===== src/rtl/core/assert_macros.svh =====
// Assertion macros shared by the frame builder modules
`ifndef ASSERT_MACROS_SVH
`define ASSERT_MACROS_SVH

// Implication checked on every clock edge outside of reset
`define DCFB_ASSERT(lbl, clk, rst_n, prop, msg) \
    lbl: assert property (@(posedge clk) disable iff (!rst_n) prop) else $error(msg);

// Plain invariant, built on the macro above
`define DCFB_INVARIANT(lbl, clk, rst_n, expr, msg) \
    `DCFB_ASSERT(lbl, clk, rst_n, (expr), msg)

`endif


===== src/rtl/core/dcfb_pkg.sv =====
// Types, codes and frame tables for the drive command frame builder
package dcfb_pkg;

    localparam logic [1:0] CMD_START_DIR     = 2'd0;
    localparam logic [1:0] CMD_STOP          = 2'd1;
    localparam logic [1:0] CMD_SET_SPEED     = 2'd2;
    localparam logic [1:0] CMD_START_DEFAULT = 2'd3;

    localparam logic [7:0]  FUNC_WRITE_MULTI = 8'h10;
    localparam logic [15:0] CRC_INIT         = 16'hFFFF;
    localparam logic [15:0] CRC_POLY         = 16'hA001;
    localparam logic [3:0]  FRAME_MAX        = 4'd13;

    localparam logic [0:0] REG_DEFAULT_ADDR = 1'b0;

    typedef struct packed {
        logic [1:0]  cmd;
        logic [7:0]  drive_address;
        logic [7:0]  direction;
        logic [15:0] speed;
    } t_in_word;

    typedef struct packed {
        logic [7:0] tx_byte;
        logic       last;
    } t_out_word;

    typedef struct packed {
        logic start;
        logic emit;
    } t_dp_cmd;

    typedef struct packed {
        logic last_byte;
    } t_dp_sts;

    function automatic logic [3:0] body_len(input logic [1:0] cmd);
        return (cmd == CMD_START_DIR) ? 4'd11 : 4'd9;
    endfunction

    function automatic logic [3:0] total_len(input logic [1:0] cmd);
        return (cmd inside {CMD_START_DIR, CMD_STOP}) ? 4'd13 : 4'd11;
    endfunction

    function automatic logic [7:0] body_byte(input logic [1:0]  cmd,
                                             input logic [7:0]  addr,
                                             input logic [7:0]  dir,
                                             input logic [15:0] spd,
                                             input logic [3:0]  idx);
        logic [7:0] b;
        b = 8'h00;
        case (idx)
            4'd0: b = addr;
            4'd1: b = FUNC_WRITE_MULTI;
            4'd3: b = (cmd == CMD_SET_SPEED) ? 8'h02 : 8'h01;
            4'd5: b = (cmd == CMD_START_DIR) ? 8'h02 : 8'h01;
            4'd6: b = (cmd == CMD_START_DIR) ? 8'h04 : 8'h02;
            4'd7: b = (cmd == CMD_SET_SPEED) ? spd[15:8] : 8'h00;
            4'd8: begin
                case (cmd)
                    CMD_START_DIR: b = dir;
                    CMD_STOP:      b = 8'h20;
                    CMD_SET_SPEED: b = spd[7:0];
                    default:       b = 8'h01;
                endcase
            end
            4'd9:  b = spd[15:8];
            4'd10: b = spd[7:0];
            default: b = 8'h00;
        endcase
        return b;
    endfunction

    // One byte of CRC-16/Modbus, LSB first
    function automatic logic [15:0] crc_byte(input logic [15:0] crc_in,
                                             input logic [7:0]  data);
        logic [15:0] c;
        c = crc_in ^ {8'h00, data};
        for (int k = 0; k < 8; k++) begin
            c = c[0] ? ((c >> 1) ^ CRC_POLY) : (c >> 1);
        end
        return c;
    endfunction

endpackage


===== src/rtl/core/drive_command_frame_builder.sv =====
// Drive command frame builder top level: config register and module wiring
//
// Each accepted command yields one Modbus RTU write-multiple-registers request,
// one byte per output word, CRC-16/Modbus appended low byte first and last set
// on the final byte. Start-with-direction and stop frames are 13 bytes, set
// speed and plain start frames 11 bytes. The byte counter emits one byte per
// cycle into the output register unless the output stalls, and the CRC unit
// folds in each body byte as it is emitted; the next command is taken in the
// cycle the final byte enters the output register. The default drive address
// register (byte address 0, reset 1) is used by plain start and should be
// written only while no frame is in flight.

module drive_command_frame_builder (
    input  logic                i_clk,
    input  logic                i_rst_n,
    input  logic                i_in_valid,
    output logic                o_in_stall,
    input  dcfb_pkg::t_in_word  i_in_word,
    output logic                o_out_valid,
    input  logic                i_out_stall,
    output dcfb_pkg::t_out_word o_out_word,
    input  logic                i_psel,
    input  logic                i_penable,
    input  logic                i_pwrite,
    input  logic [2:0]          i_paddr,
    input  logic [31:0]         i_pwdata,
    output logic [31:0]         o_prdata,
    output logic                o_pready
);

    logic [7:0]        r_default_addr;
    dcfb_pkg::t_dp_cmd w_dp_cmd;
    dcfb_pkg::t_dp_sts w_dp_sts;

    assign o_pready = 1'b1;
    assign o_prdata = (i_paddr[2] == dcfb_pkg::REG_DEFAULT_ADDR) ?
                      {24'h000000, r_default_addr} : 32'h00000000;

    always_ff @(posedge i_clk) begin
        if (!i_rst_n) begin
            r_default_addr <= 8'h01;
        end else if (i_psel && i_penable && i_pwrite && o_pready &&
                     (i_paddr[2] == dcfb_pkg::REG_DEFAULT_ADDR)) begin
            r_default_addr <= i_pwdata[7:0];
        end
    end

    dcfb_ctrl u_ctrl (
        .i_clk       (i_clk),
        .i_rst_n     (i_rst_n),
        .i_in_valid  (i_in_valid),
        .o_in_stall  (o_in_stall),
        .o_out_valid (o_out_valid),
        .i_out_stall (i_out_stall),
        .o_dp_cmd    (w_dp_cmd),
        .i_dp_sts    (w_dp_sts)
    );

    dcfb_datapath u_datapath (
        .i_clk          (i_clk),
        .i_rst_n        (i_rst_n),
        .i_dp_cmd       (w_dp_cmd),
        .o_dp_sts       (w_dp_sts),
        .i_in_word      (i_in_word),
        .i_default_addr (r_default_addr),
        .o_out_word     (o_out_word)
    );

endmodule


===== src/rtl/core/dcfb_ctrl.sv =====
// Frame builder controller: command intake and byte sequencing
`include "assert_macros.svh"

module dcfb_ctrl (
    input  logic              i_clk,
    input  logic              i_rst_n,
    input  logic              i_in_valid,
    output logic              o_in_stall,
    output logic              o_out_valid,
    input  logic              i_out_stall,
    output dcfb_pkg::t_dp_cmd o_dp_cmd,
    input  dcfb_pkg::t_dp_sts i_dp_sts
);

    typedef enum logic [1:0] {
        ST_IDLE = 2'b01,
        ST_SEND = 2'b10
    } t_state;

    t_state r_state, n_state;
    logic   r_out_valid, n_out_valid;
    logic   w_load, w_done, w_accept;

    // output register free or being drained this cycle
    assign w_load   = (r_state == ST_SEND) && (!r_out_valid || !i_out_stall);
    assign w_done   = w_load && i_dp_sts.last_byte;
    // next command may enter as the final byte goes out
    assign o_in_stall = !((r_state == ST_IDLE) || w_done);
    assign w_accept = i_in_valid && !o_in_stall;

    assign o_dp_cmd.start = w_accept;
    assign o_dp_cmd.emit  = w_load;
    assign o_out_valid    = r_out_valid;

    always_comb begin
        n_state = r_state;
        if (w_accept) begin
            n_state = ST_SEND;
        end else if (w_done) begin
            n_state = ST_IDLE;
        end
        n_out_valid = r_out_valid;
        if (w_load) begin
            n_out_valid = 1'b1;
        end else if (!i_out_stall) begin
            n_out_valid = 1'b0;
        end
    end

    always_ff @(posedge i_clk) begin
        if (!i_rst_n) begin
            r_state     <= ST_IDLE;
            r_out_valid <= 1'b0;
        end else begin
            r_state     <= n_state;
            r_out_valid <= n_out_valid;
        end
    end

    `DCFB_ASSERT(a_accept_sends, i_clk, i_rst_n, w_accept |=> (r_state == ST_SEND), "accepted command did not start a frame")
    `DCFB_ASSERT(a_done_idles, i_clk, i_rst_n, (w_done && !w_accept) |=> (r_state == ST_IDLE), "frame end did not return to idle")
    `DCFB_INVARIANT(a_no_idle_load, i_clk, i_rst_n, !((r_state == ST_IDLE) && w_load), "byte loaded while idle")

endmodule


===== src/rtl/core/dcfb_datapath.sv =====
// Frame builder datapath: command latch, byte select, CRC and output word
`include "assert_macros.svh"

module dcfb_datapath (
    input  logic                i_clk,
    input  logic                i_rst_n,
    input  dcfb_pkg::t_dp_cmd   i_dp_cmd,
    output dcfb_pkg::t_dp_sts   o_dp_sts,
    input  dcfb_pkg::t_in_word  i_in_word,
    input  logic [7:0]          i_default_addr,
    output dcfb_pkg::t_out_word o_out_word
);

    logic [1:0]          r_cmd;
    logic [7:0]          r_addr;
    logic [7:0]          r_dir;
    logic [15:0]         r_speed;
    logic [3:0]          r_idx;
    logic [15:0]         r_crc;
    dcfb_pkg::t_out_word r_out_word;

    logic [3:0] w_body;
    logic [3:0] w_total;
    logic [7:0] w_byte;
    logic       w_in_body;

    assign w_body    = dcfb_pkg::body_len(r_cmd);
    assign w_total   = dcfb_pkg::total_len(r_cmd);
    assign w_in_body = (r_idx < w_body);

    always_comb begin
        if (w_in_body) begin
            w_byte = dcfb_pkg::body_byte(r_cmd, r_addr, r_dir, r_speed, r_idx);
        end else if (r_idx == w_body) begin
            w_byte = r_crc[7:0];
        end else if (r_idx == (w_body + 4'd1)) begin
            w_byte = r_crc[15:8];
        end else begin
            w_byte = 8'h00;     // stop frame pad
        end
    end

    assign o_dp_sts.last_byte = (r_idx == (w_total - 4'd1));
    assign o_out_word         = r_out_word;

    always_ff @(posedge i_clk) begin
        if (i_dp_cmd.emit) begin
            r_out_word.tx_byte <= w_byte;
            r_out_word.last    <= o_dp_sts.last_byte;
        end
    end

    always_ff @(posedge i_clk) begin
        if (i_dp_cmd.start) begin
            r_cmd   <= i_in_word.cmd;
            r_addr  <= (i_in_word.cmd == dcfb_pkg::CMD_START_DEFAULT) ?
                       i_default_addr : i_in_word.drive_address;
            r_dir   <= i_in_word.direction;
            r_speed <= i_in_word.speed;
        end
    end

    always_ff @(posedge i_clk) begin
        if (!i_rst_n) begin
            r_idx <= 4'd0;
            r_crc <= dcfb_pkg::CRC_INIT;
        end else if (i_dp_cmd.start) begin
            r_idx <= 4'd0;
            r_crc <= dcfb_pkg::CRC_INIT;
        end else if (i_dp_cmd.emit) begin
            r_idx <= r_idx + 4'd1;
            if (w_in_body) begin
                r_crc <= dcfb_pkg::crc_byte(r_crc, w_byte);
            end
        end
    end

    `DCFB_INVARIANT(a_idx_range, i_clk, i_rst_n, r_idx <= dcfb_pkg::FRAME_MAX, "byte index past frame end")

endmodule


===== config.mk =====
export PLATFORM = sky130hd
export DESIGN_NAME = drive_command_frame_builder
export DESIGN_NICKNAME = d
export VERILOG_FILES = /design/src/rtl/core/dcfb_pkg.sv /design/src/rtl/core/drive_command_frame_builder.sv /design/src/rtl/core/dcfb_ctrl.sv /design/src/rtl/core/dcfb_datapath.sv
export VERILOG_INCLUDE_DIRS = /design/src /design/src/rtl/core
export SDC_FILE = /design/constraint.sdc
export NUM_CORES = 1
export LEC_CHECK = 0
export ABC_AREA = 0
export CAP_MARGIN = 20
export CELL_PAD_IN_SITES_DETAIL_PLACEMENT = 0
export CELL_PAD_IN_SITES_GLOBAL_PLACEMENT = 1
export CORE_UTILIZATION = 33
export CTS_CLUSTER_DIAMETER = 120
export DETAILED_ROUTE_END_ITERATION = 10
export DONT_BUFFER_PORTS = 1
export GPL_ROUTABILITY_DRIVEN = 0
export PLACE_DENSITY_LB_ADDON = 0.1
export SETUP_SLACK_MARGIN = 0.02
export SLEW_MARGIN = 20
export SYNTH_ARGS = -nofsm -noshare
export SYNTH_HDL_FRONTEND = slang
export SYNTH_HIERARCHICAL = 1
export SYNTH_SLANG_ARGS = --single-unit

===== constraint.sdc =====
create_clock -name i_clk -period 3.2 [get_ports i_clk]
set_input_delay 0.32 -clock i_clk [delete_from_list [all_inputs] [get_ports i_clk]]
set_output_delay 0.32 -clock i_clk [all_outputs]
set_load 0.02 [all_outputs]

==> metrics <==
TritonCTS Buffers=9; placed insts=approximately 550; CTS sink count=74; Post-synth ARST share=0%; Max Slew Vio Count=0; required time worst endpoint=about 3.4 ns; Design Power=2.465 mW; Leak Pwr=roughly 1.9 nW; Die Ht=between 100 and 150 µm; Final min period=about 3.2 ns; metal1 wirelength=4463 µm; status=completed; biggest area consumer among synthesized cells=edfxtp_1; RSZ-0062 raised after global routing=yes; Yosys top cell area share=between 30% and 40%; root buf cell=clkbuf_16; slowest stage cell, crit path=edfxtp_1; met2 WL post-DR=between 4000 and 5000 µm; crit share post-route=roughly 100%; via/cell ratio=roughly 5; total wire length=9535 µm; max frequency=about 320 MHz; fin util=between 30% and 40%; final worst slack=around 0.028 ns; CTS max path bufs=2; num rows=40; Distinct cells, synth=65; Synth area leaders=edfxtp_1, dfxtp_1, buf_4; Final Hold Vio Count=0; Remaining DRCs=0; setup slack, reg-to-reg=0.03 ns; worst stage delay on the critical path=between 0.4 and 0.5 ns; Crit Path Max Fanout=7; CP Cell Sequence=nor2_4 > inv_2 > ha_4 > a211o_1 > a211oi_2 > nand2_2 > buf_4 > o21ai_4 > mux2i_4 > xor2_2 > xor2_2 > buf_4 > xnor2_1 > o211ai_1; Worst-Skew Late Latency=about 0.34 ns; maximum capacitance violations=0; total negative slack=0 ns; CORE AREA=around 12,000 µm²; Post-Syn Area=a little over 4000 µm²; vias in the first global route=2,820; Critical Path Source Type=flip-flop; total grt overflow=0; flop and latch count out of synthesis=74; Layout area overhead=17.61%; Total Nets Final=between 400 and 500; Starting Density=between 30% and 40%; DIE AREA=approximately 13,000 µm²; VDD IR-drop max=0.0002590 V; DP Worst Slack=-0.01396 ns; non-filler instance count after layout=between 500 and 600; Synth Warn #=6; fraction of layout cells with a size suffix above 1=a little over a quarter; pin count of the biggest net entering global routing=33; most common library cells after synthesis=nand2_1, edfxtp_1, dfxtp_1, buf_4, nand3_1; Worst Tran Pin Value=0.8032 ns; crit path DAT=between 3 and 4 ns; relative slew slack=about 46%; hpwl dp=~7000 µm; Iteration-0 DRC Markers=~130; number of flops mapped to enable cells by yosys=43; DR WL/cell=roughly 17 µm; Min Hold Slack=0.05284 ns; dpl cell area=about 4400 µm²; Vias=2,855; P per Cell Area=between 500 and 600 nW/µm²; first-pass GRT wire length=between 15,000 and 20,000 µm; initial antenna violation count=1; Final ANT Viol Nets=0; skew final=between 0.007 and 0.008 ns; total length of routed met3 wires=roughly 540 µm; I/O Buffers=0; io pins=between 100 and 150; Hold Crit Class=input port to flip-flop; Die Width=~110 µm; clk slew on worst S/H paths=~0.060 ns; cell area after layout=between 4000 and 5000 µm²; Top Layer Used=met4; critical setup path kind=flip-flop to flip-flop; first-pass detailed-route iteration total=4; predominant post-synthesis flop cell=edfxtp_1; H-tree levels=3; GRT Util Overall=roughly 16%; Synth Instances=380; CTS tree=done; Setup-failing EPs final=0; Seq/Total Area, Yosys=a little under half; Syn Area/Cell=10.66 µm²; count leader, synth=nand2_1; crit path capture type=flip-flop
-- critical path: cells and delay by family, from the launching register on --
family                   cells  cell delay [ns]
AO/OA/AOI/OAI                4             0.85
XOR/XNOR                     3             0.59
adder cells (fa/ha/maj)      1             0.22
buffers and inverters        3             0.41
flip-flops                   1             0.42
multiplexers                 1             0.29
AND/OR/NAND/NOR              2             0.24
-- layout by cell type, fill, tap and decap left out, types with 3 or more instances in the layout --
master	count
a21oi_1	8
a22oi_1	8
a31oi_1	4
a32o_1	3
and2_1	5
and2b_2	8
and3_1	7
buf_4	51
clkbuf_16	9
clkinvlp_4	3
conb_1	25
dfxtp_1	30
edfxtp_1	43
ha_1	4
inv_1	6
mux2_2	8
mux2i_1	9
mux2i_4	3
nand2_1	54
nand2b_1	4
nand3_1	13
nand3b_1	12
nor2_1	8
nor2b_1	9
nor3_1	3
nor4_2	3
o211ai_1	7
o21ai_0	7
o22ai_1	4
xnor2_1	8
xor2_1	6
xor2_2	5
-- path summary, 6_finish.rpt --
check	start	to	cells after the start
worst min register to register	r_default_addr[2]$_SDFFE_PN0P_	r_default_addr[2]$_SDFFE_PN0P_	2
worst min-delay path	i_rst_n	u_ctrl/r_state[0]$_SDFFE_PN1P_	1
worst max-delay path	u_datapath/r_cmd[1]$_DFFE_PP_	u_datapath/r_crc[15]$_SDFFE_PP1P_	14
worst max register to register	u_datapath/r_cmd[1]$_DFFE_PP_	u_datapath/r_crc[15]$_SDFFE_PP1P_	14
-- logic make-up (layout without fill, tap and decap cells) --
family                   after synthesis  in the layout  synth area share [%]
AO/OA/AOI/OAI                         65             65                 11.92
XOR/XNOR                              22             22                 6.024
flip-flops                            74             74                 47.20
multiplexers                          20             20                 5.808
AND/OR/NAND/NOR                      138            138                 18.63
buffers and inverters                 54             74                 8.681
adder cells (fa/ha/maj)                5              5                 1.545
other                                  2             26                0.1854
-- registers in the layout, summed over array words and instances (netlist names) --
| register | count |
|---|---|
| u_datapath/r_idx | 4 |
| u_datapath/r_dir | 8 |
| u_datapath/r_addr | 8 |
| r_default_addr | 8 |
| u_ctrl/o_out_valid | 1 |
| u_ctrl/r_state | 2 |
| u_datapath/r_speed | 16 |
| u_datapath/r_cmd | 2 |
| u_datapath/o_out_word | 9 |
| u_datapath/r_crc | 16 |
-- metal layers --
layer / vias up / GRT usage (%)
met5: - / 0
met1: 1356 / 20.22
li1: 1387 / -
met3: 13 / 4.446
met4: 0 / 8.089
met2: 99 / 24.65
-- power breakdown --
group | switching [mW] | total (mW) | internal (mW)
sequential | 0.0298 | 1.09 | 1.06
clock | 0.419 | 0.948 | 0.530
combinational | 0.215 | 0.425 | 0.209
total | 0.664 | 2.46 | 1.80
-- timing repair --
| action | CTS | global route |
|---|---|---|
| pin swaps | 4 | 6 |
| endpoints found under the setup margin | 3 | 4 |
| setup buffers | 1 | 2 |
| gates resized for setup | 2 | 6 |
| hold buffers | 0 | 0 |
-- layout make-up --
class                      count  area, µm²
antenna                        1      2.502
clock buffer                   9      225.2
clock inverter                 7      53.80
fill                        1203       7248
timing repair buffer          51      382.9
multi-input combinational    275       1976
tap                          147      183.9
sequential                    74       1913
inverter                       7      26.28
Note: power is estimated with default switching activity, not from simulation.
